File: src/rtl/hpm_pkg.sv
`timescale 1ns / 1ps
// hpm_pkg: shared constants, types and codes for the hot page migration remapper.
// No dependencies; the interfaces, front, back, top level and testbench import it.
package hpm_pkg;

   // Address geometry
   localparam int ADDR_BITS        = 24;
   localparam int PAGE_BITS        = 12;
   localparam int MODULE_ADDR_BITS = 22;
   localparam int PAGE_NUM_BITS    = ADDR_BITS - PAGE_BITS;
   localparam int MODULE_BITS      = ADDR_BITS - MODULE_ADDR_BITS;
   localparam int MOD_PAGE_BITS    = MODULE_ADDR_BITS - PAGE_BITS;
   localparam int NUM_PAGES        = 1 << PAGE_NUM_BITS;
   localparam int MOD_PAGES        = 1 << MOD_PAGE_BITS;

   localparam int TICK_BITS  = 16;
   localparam int COUNT_BITS = 32;
   localparam int CSR_BITS   = 32;

   localparam logic [COUNT_BITS-1:0] COUNT_MAX = '1;

   // Register indexes
   typedef enum logic [0:0] {
      CSR_EPOCH_LIMIT = 1'b0,
      CSR_THRESHOLD   = 1'b1
   } csr_index_type;

   typedef logic [PAGE_NUM_BITS-1:0] page_type;

   // One classified request in the queue between front and back
   typedef struct packed {
      logic                 is_tick;
      page_type             page;
      logic [PAGE_BITS-1:0] offset;
      logic                 is_write;
      logic [TICK_BITS-1:0] ticks;
   } op_type;

   typedef struct packed {
      logic   valid;
      op_type op;
   } queue_head_type;

   typedef struct packed {
      logic pop;
      logic init_done;
   } back_ctl_type;

   typedef struct packed {
      logic [CSR_BITS-1:0] epoch_limit;
      logic [CSR_BITS-1:0] threshold;
   } cfg_type;

endpackage

File: src/rtl/hpm_ifaces.sv
`timescale 1ns / 1ps
// Request and response channel interfaces (valid/ready with payload).
// Depends on hpm_pkg.
interface hpm_req_if;
   import hpm_pkg::*;
   logic                 valid;
   logic                 ready;
   logic                 mode;
   logic [ADDR_BITS-1:0] address;
   logic                 is_write;
   logic [TICK_BITS-1:0] elapsed_ticks;
   modport source (output valid, mode, address, is_write, elapsed_ticks, input ready);
   modport sink (input valid, mode, address, is_write, elapsed_ticks, output ready);
endinterface


File: src/rtl/hpm_front.sv
`timescale 1ns / 1ps
// hpm_front: accepts requests, classifies them and holds them in a two-entry queue.
// Depends on hpm_pkg and hpm_req_if.
module hpm_front (
   input  logic                   clock,
   input  logic                   reset,
   hpm_req_if.sink                req_ch,
   input  hpm_pkg::back_ctl_type  back_ctl,
   output hpm_pkg::queue_head_type head
);
   import hpm_pkg::*;

   op_type     op_ff [2];
   logic       wr_ptr_ff, wr_ptr_in;
   logic       rd_ptr_ff, rd_ptr_in;
   logic [1:0] cnt_ff, cnt_in;
   logic       push;
   op_type     new_op;

   // Requests are taken only once the tables are initialized
   assign req_ch.ready = back_ctl.init_done && (cnt_ff != 2'd2);
   assign push         = req_ch.valid && req_ch.ready;

   // Classify into a queue entry
   always_comb begin
      new_op.is_tick  = req_ch.mode;
      new_op.page     = req_ch.address[ADDR_BITS-1:PAGE_BITS];
      new_op.offset   = req_ch.address[PAGE_BITS-1:0];
      new_op.is_write = req_ch.is_write;
      new_op.ticks    = req_ch.elapsed_ticks;
   end

   always_comb begin
      wr_ptr_in = wr_ptr_ff ^ push;
      rd_ptr_in = rd_ptr_ff ^ back_ctl.pop;
      cnt_in    = cnt_ff + {1'b0, push} - {1'b0, back_ctl.pop};
   end

   always_ff @(posedge clock) begin
      if (reset) begin
         wr_ptr_ff <= 1'b0;
         rd_ptr_ff <= 1'b0;
         cnt_ff    <= 2'd0;
      end else begin
         wr_ptr_ff <= wr_ptr_in;
         rd_ptr_ff <= rd_ptr_in;
         cnt_ff    <= cnt_in;
      end
   end

   always_ff @(posedge clock) begin
      if (push) begin
         op_ff[wr_ptr_ff] <= new_op;
      end
   end

   assign head.valid = (cnt_ff != 2'd0);
   assign head.op    = op_ff[rd_ptr_ff];

`ifndef NO_ASSERTIONS
   a_no_pop_empty: assert property (@(posedge clock) disable iff (reset)
      back_ctl.pop |-> cnt_ff != 2'd0) else $error("pop from empty queue");
   a_cnt_range: assert property (@(posedge clock) disable iff (reset)
      cnt_ff != 2'd3) else $error("queue count out of range");
   a_no_push_init: assert property (@(posedge clock) disable iff (reset)
      !back_ctl.init_done |-> !push) else $error("request taken during table init");
`endif
endmodule

File: src/flat_wrapper.sv
// flat-port wrapper written by rule: the top's interface ports become plain ports
module hpm_front_flat import hpm_pkg::*;
  (clock, reset, back_ctl, head, req_ch_valid, req_ch_mode, req_ch_address, req_ch_is_write, req_ch_elapsed_ticks, req_ch_ready);
  hpm_req_if req_ch_i ();
  input  logic clock;
  input  logic reset;
  input  hpm_pkg::back_ctl_type back_ctl;
  output hpm_pkg::queue_head_type head;
  input wire logic [$bits(req_ch_i.valid)-1:0] req_ch_valid;
  input wire logic [$bits(req_ch_i.mode)-1:0] req_ch_mode;
  input wire logic [$bits(req_ch_i.address)-1:0] req_ch_address;
  input wire logic [$bits(req_ch_i.is_write)-1:0] req_ch_is_write;
  input wire logic [$bits(req_ch_i.elapsed_ticks)-1:0] req_ch_elapsed_ticks;
  output wire logic [$bits(req_ch_i.ready)-1:0] req_ch_ready;
  assign req_ch_i.valid = req_ch_valid;
  assign req_ch_i.mode = req_ch_mode;
  assign req_ch_i.address = req_ch_address;
  assign req_ch_i.is_write = req_ch_is_write;
  assign req_ch_i.elapsed_ticks = req_ch_elapsed_ticks;
  assign req_ch_ready = req_ch_i.ready;
  hpm_front u_core (.clock(clock), .reset(reset), .req_ch(req_ch_i), .back_ctl(back_ctl), .head(head));
endmodule
File: config.mk
export PLATFORM = sky130hd
export DESIGN_NAME = hpm_front_flat
export DESIGN_NICKNAME = d
export VERILOG_FILES = /design/src/rtl/hpm_pkg.sv /design/src/rtl/hpm_ifaces.sv /design/src/rtl/hpm_front.sv /design/src/flat_wrapper.sv
export SDC_FILE = /design/constraint.sdc
export NUM_CORES = 1
export LEC_CHECK = 0
export BUFFER_PORTS_ARGS = -buffer_cell sky130_fd_sc_hd__buf_4
export CAP_MARGIN = 25
export CORE_MARGIN = 10
export CORE_UTILIZATION = 46
export DETAILED_ROUTE_END_ITERATION = 8
export PLACE_DENSITY_LB_ADDON = 0.12
export SLEW_MARGIN = 40
export SYNTH_ARGS = -nofsm -noshare
export SYNTH_HDL_FRONTEND = slang
export SYNTH_SLANG_ARGS = --single-unit
File: constraint.sdc
create_clock -name clock -period 2.41 [get_ports clock]
set_clock_uncertainty 0.1 [all_clocks]
set_input_delay 0.1205 -clock clock [delete_from_list [all_inputs] [get_ports clock]]
set_output_delay 0.1205 -clock clock [all_outputs]
set_load 0.05 [all_outputs]
==> results.cfg, run 1 <==
[final_layout]
fin_cells = 399
nNetsFinal = 347
finish.utilization_pct = 67.35
final_layout_size_suffix_gt1_share_pct = 51.00
final_cell_area_um2 = 4885
n_antenna_cell = 0
syn_to_final_growth_pct = 41.65

[floorplan]
die_w_um = 106.6
num_rows = 31
coreArea_um2 = 7253
start_util_pct = 47.54
dieArea_um2 = 11360
top_level_ports = 91
fp.dieH_um = 106.6

[critical_path]
startpoint_type = register
end_kind = primary output
critical_path_class = reg2out
worst-endpoint-arrival_ps = 1700
crit_fanout = 16
critPathRequiredTime_ps = 2190

[logic_synthesis]
seq_area_frac_synth_pct = 75.47
synth-seq-cells = 88
synth_cell_types = 16
synth_top_area_share_pct = 73.15
yosysTopAreaCell = edfxtp_1
yosys_warnings = 0
syn-mean-instance-area_um2 = 22.69
synth_nets = 203
netlist_area_um2 = 3448
synthCells = 152
netlist_top_cells_area = edfxtp_1 73%, mux2_4 17%, buf_12 2.3%

[clocking]
cts.sinks = 88
clk_latency_ps = 330
numCtsBuffers = 9
clk_pin_slew_ps = 70
clockBufferDepth = 2
h-tree-depth = 3
tritoncts = built
post_cts_buffers = 0
cts-root-buf = clkbuf_8

[drt]
post_drt_wl_per_cell_um = 16.87
avgViaCountPerCell = 4.549
drt_iter0_drc = 62
top_layer = met4
antenna_left = 0
vias = 1815
route.layer.met1.wl_um = 2532
routed-wl-met3_um = 538
met2_length_um = 3541
drc = 0
dr.pass1.iters = 4
drt_wl_total_um = 6730

[timing]
slew_headroom_pct = 70.73
slew_violations = 0
rsz0062_at_grt = no
final.setup.tns_ps = 0
fin_crit_sh_pct = 79.64
tightest_slew_ps = 439.0
max_freq_mhz = 521.0
hold_viol_final = 0
layout_min_cycle_time_ps = 1919
setup_violations = 0

[power_and_ir_drop]
peakVddDrop_uv = 550.7
power.density_nw_per_um2 = 764.7
p_total_w = 0.003735
power.leakage_nw = 1.935

[flow_run]
cap_viol_max_count = 0

[placed_design]
dp_hpwl_um = 4276
place_area_um2 = 4243
dp_cells = 340
gp_congestion = 0.6719
io_buffers = 90

[global_routing]
overflow = 0
grt_max_degree = 43
antenna_found_initial = 0
grt_pass1_wl_um = 10320
grtUsageTotal_pct = 11.90
grt_pass1_vias = 2024

[run_status]
run_status = finished, final reports clean

[hold_path]
hold_path_class = in2reg
-- critical path, cell delays in order, from the launching register on --
cell	delay, ps
dfxtp_2	610
buf_12	240
mux2_4	320
buf_4	190
-- layer usage --
layer,vias up,GRT usage (%)
met5,-,0
met3,10,4.371
met4,0,6.383
li1,871,-
met1,872,12.91
met2,62,19.93
-- synthesized netlist by cell type --
library cell / instances
xnor2_1: 1
and3_1: 1
nor2b_1: 1
buf_6: 1
or2_2: 1
mux2_2: 3
mux2_4: 39
edfxtp_1: 84
ha_1: 4
xnor3_1: 1
inv_1: 3
buf_12: 4
nand2b_1: 1
dfxtp_1: 4
and2_1: 1
nor2_1: 3
-- cell type report --
class	instances	area, um^2
clock inverter	4	70.07
sequential	88	2604
clock buffer	11	131.4
inverter	3	11.26
timing repair buffer	138	1196
fill	509	2369
tap	99	123.9
multi-input combinational	56	748.2
-- repair_timing --
item,in CTS,in global routing
hold endpoints to repair,88,0
hold buffers,44,0
resized for setup,0,0
endpoints found under the setup margin,0,0
-- kinds of logic after synthesis --
family | count (synthesis) | share of synthesized area [%]
XOR/XNOR | 2 | 0.9071
flip-flops | 88 | 75.47
AND/OR/NAND/NOR | 8 | 1.234
adder cells (fa/ha/maj) | 4 | 1.451
buffers and inverters | 8 | 2.975
multiplexers | 42 | 17.96
-- through the flow --
step | hold WS (ps) | setup WS (ps)
after floorplan | 87.19 | 228.8
after global placement | 205.1 | 793.5
after detailed placement | 208.0 | 778.6
after CTS | 190.3 | 442.9
after global routing | 254.0 | 407.1
final | 209.8 | 490.6
-- where the power goes --
| group | internal, W | leakage, nW | switching [W] |
|---|---|---|---|
| registers | 0.00178 | 0.802 | 0.0000375 |
| logic | 0.000379 | 1.03 | 0.000498 |
| clock network | 0.000576 | 0.103 | 0.000465 |
-- path summary, 6_finish.rpt --
path	from	end	slack (ps)	cells past startpoint
worst max register to register	u_core.cnt_ff[0]$_SDFF_PP0_	u_core.op_ff[0][39]$_DFFE_PP_	780	4
worst min-delay path	back_ctl[1]	u_core.cnt_ff[1]$_SDFF_PP0_	210	4
worst max-delay path	u_core.rd_ptr_ff$_SDFF_PP0_	head[37]	490	3
worst min register to register	u_core.wr_ptr_ff$_SDFF_PP0_	u_core.wr_ptr_ff$_SDFF_PP0_	490	3
-- cells in the final DEF, fill, tap and decap left out --
cell type	instances
and2_1	1
and3_1	1
buf_12	4
buf_4	90
bufinv_16	2
clkbuf_1	2
clkbuf_8	9
clkinv_2	2
dfxtp_1	3
dfxtp_2	1
dlygate4sd3_1	44
edfxtp_1	84
ha_1	2
ha_2	2
inv_1	3
mux2_2	3
mux2_4	39
nand2b_1	1
nor2_1	3
nor2b_1	1
or2_2	1
xnor2_1	1
xnor3_1	1
-- sequential cells by signal, indices dropped and copies added, names as in the netlist --
signal and cells:
u_core.cnt_ff 2, u_core.op_ff 84, u_core.wr_ptr_ff 1, u_core.rd_ptr_ff 1
Power figures use the tool's default switching activity.
==> run 2: changes to the inputs <==
==> constraint.sdc (replaced) <==
create_clock -name clock -period 1.6 [get_ports clock]
set_clock_uncertainty 0.1 [all_clocks]
set_input_delay 0.08 -clock clock [delete_from_list [all_inputs] [get_ports clock]]
set_output_delay 0.08 -clock clock [all_outputs]
set_load 0.05 [all_outputs]
==> run 2 against run 1 <==
  * The flow now finishes with violations (negative setup slack)
  * Count of clock-buffer cells in the layout is 1 lower
  * Highest routed layer unchanged
  * Largest cell class unchanged
  * Register-to-register slack got worse by 710 ps
  * Cell area up 6.5%
  * Via count rose by 0.88%
  * Combinational power rose by 71%
  * Wire length increased by 0.88%
  * Die area is the same
  * Worst hold slack worse by 78 ps
==> results.cfg, run 2 (synthesized netlist as in run 1, its figures left out) <==
[run_status]
run_status = finished, violations left
violations = negative setup slack

[placed_design]
dp_hpwl_um = 4469
gp_congestion = 0.6840
dp_slack_ps = 88.86
dp_cells = 344
io_buffers = 90

[floorplan]
top_level_ports = 91
die_w_um = 106.6
start_util_pct = 47.54
coreArea_um2 = 7253
num_rows = 31
dieArea_um2 = 11360
fp.dieH_um = 106.6

[timing]
rsz0062_at_grt = yes
hold_viol_final = 0
fin_crit_sh_pct = 103.7
slew_violations = 0
layout_min_cycle_time_ps = 1659
tightest_slew_ps = 154.3
setup_ws_ps = -58.99
hold_ws_ps = 132.2
setup_violations = 36
max_freq_mhz = 602.8
slew_headroom_pct = 89.80

[critical_path]
critPathSlowestCell = dfxtp_4
reg2regPathDepth = 4
cp-startpoint = u_core.rd_ptr_ff$_SDFF_PP0_
rr_startpoint = u_core.rd_ptr_ff$_SDFF_PP0_
r2r-end = u_core.rd_ptr_ff$_SDFF_PP0_
critPathRequiredTime_ps = 1420
crit_path_frequent_cell = buf_6
regToRegSetupSlack_ps = 70
worst-endpoint-arrival_ps = 1480
end_kind = primary output
cpPeakStageDelay_ps = 400
startpoint_type = register
critPathCapture = head[37]
crit_fanout = 6
critical_path_class = reg2out
cp_cell_sequence = buf_6 -> clkbuf_16 -> mux2_4 -> buf_6

[hold_path]
hold_path_class = in2reg

[global_routing]
overflow = 0
grtUsageTotal_pct = 11.96
grt_pass1_wl_um = 10520
antenna_found_initial = 0
grt_pass1_vias = 2058
grt_max_degree = 22

[drt]
post_drt_wl_per_cell_um = 16.56
avgViaCountPerCell = 4.466
drt_wl_total_um = 6789
vias = 1831
drc = 0
dr.pass1.iters = 4
drt_iter0_drc = 50
antenna_left = 0

[final_layout]
nNetsFinal = 357
fin_cells = 410
fill_cells = 462
syn_to_final_growth_pct = 50.87
layout_commonest_cell = edfxtp_1
n_antenna_cell = 0
multiInputGateArea_um2 = 759.5
regMostFlops = u_core.op_ff
final_layout_size_suffix_gt1_share_pct = 53.38
mostFrequentLayoutCells = 84 x edfxtp_1, 69 x buf_4, 44 x dlygate4sd3_1
largest_reg_flops = 84
seqCellArea_um2 = 2606
finish.utilization_pct = 71.73
reg_top3 = u_core.op_ff: 84 flops, u_core.cnt_ff: 2 flops

[clocking]
clk_latency_ps = 330
numCtsBuffers = 9
cts.sinks = 88
clk_pin_slew_ps = 80
h-tree-depth = 3
cts-root-buf = clkbuf_8
clockBufferDepth = 2
tritoncts = built

[power_and_ir_drop]
peakVddDrop_uv = 795.9
power.leakage_nw = 2.065
power.density_nw_per_um2 = 1148

[flow_run]
cap_viol_max_count = 0
==> run 2: critical path: cells and delay by family (launching register included) <==
family | cells | cell delay (ps)
buffers and inverters | 3 | 420
flip-flops | 1 | 400
multiplexers | 1 | 310
==> run 2: through the flow <==
step	cell area, um^2	total power (W)	setup TNS (ps)
after floorplan	3453	0.003682	-13490
after global placement	4285	0.004047	0
after detailed placement	4285	0.004058	0
after CTS	5155	0.006005	-1946
after global routing	5202	0.006211	-3196
final	5202	0.005970	-988.8
==> run 2: power breakdown <==
| group | internal (W) | total, W | switching, W |
|---|---|---|---|
| registers | 0.00268 | 0.00272 | 0.0000440 |
| clock network | 0.00103 | 0.00175 | 0.000716 |
| logic | 0.000700 | 0.00150 | 0.000798 |
| total | 0.00441 | 0.00597 | 0.00156 |
==> run 2: per-layer routing <==
metal,part of all wire [%],routed length [um],GRT usage (%),up-vias
met1,40,2689,12.71,871
met2,53,3568,20.94,59
met4,1.0,70,5.513,0
li1,-,-,-,895
met5,0,0,0,-
met3,6.8,460,4.132,6
==> run 2: how the worst min path moves through the flow <==
| stage | startpoint | endpoint | slack (ps) | depth (start not counted) |
|---|---|---|---|---|
| 6_report | back_ctl[0] | u_core.wr_ptr_ff$_SDFF_PP0_ | 130 | 4 |
| 5_1_grt | back_ctl[0] | u_core.wr_ptr_ff$_SDFF_PP0_ | 130 | 4 |
| 4_1_cts | back_ctl[0] | u_core.wr_ptr_ff$_SDFF_PP0_ | 140 | 4 |
| 3_5_place_dp | req_ch_address[19] | u_core.op_ff[0][36]$_DFFE_PP_ | 170 | 1 |
| 3_3_place_gp | req_ch_address[19] | u_core.op_ff[0][36]$_DFFE_PP_ | 170 | 1 |
| 2_1_floorplan | reset | u_core.wr_ptr_ff$_SDFF_PP0_ | 50 | 1 |
==> run 2: repair_timing <==
item	in CTS	in global routing
endpoints found under the setup margin	40	99
hold endpoints to repair	88	0
hold buffers	44	0
resized for setup	30	5
buffers inserted	4	0
cloned	2	1
==> run 2: layout make-up <==
class                   count  share of cell area, %
clock buffers              10                  2.453
clock inverters             6                  2.068
inverters                   3                 0.2165
multi-input cells          56                  14.60
flip-flops and latches     88                  50.10
well taps                  99                  2.381
repair buffers            148                  28.19
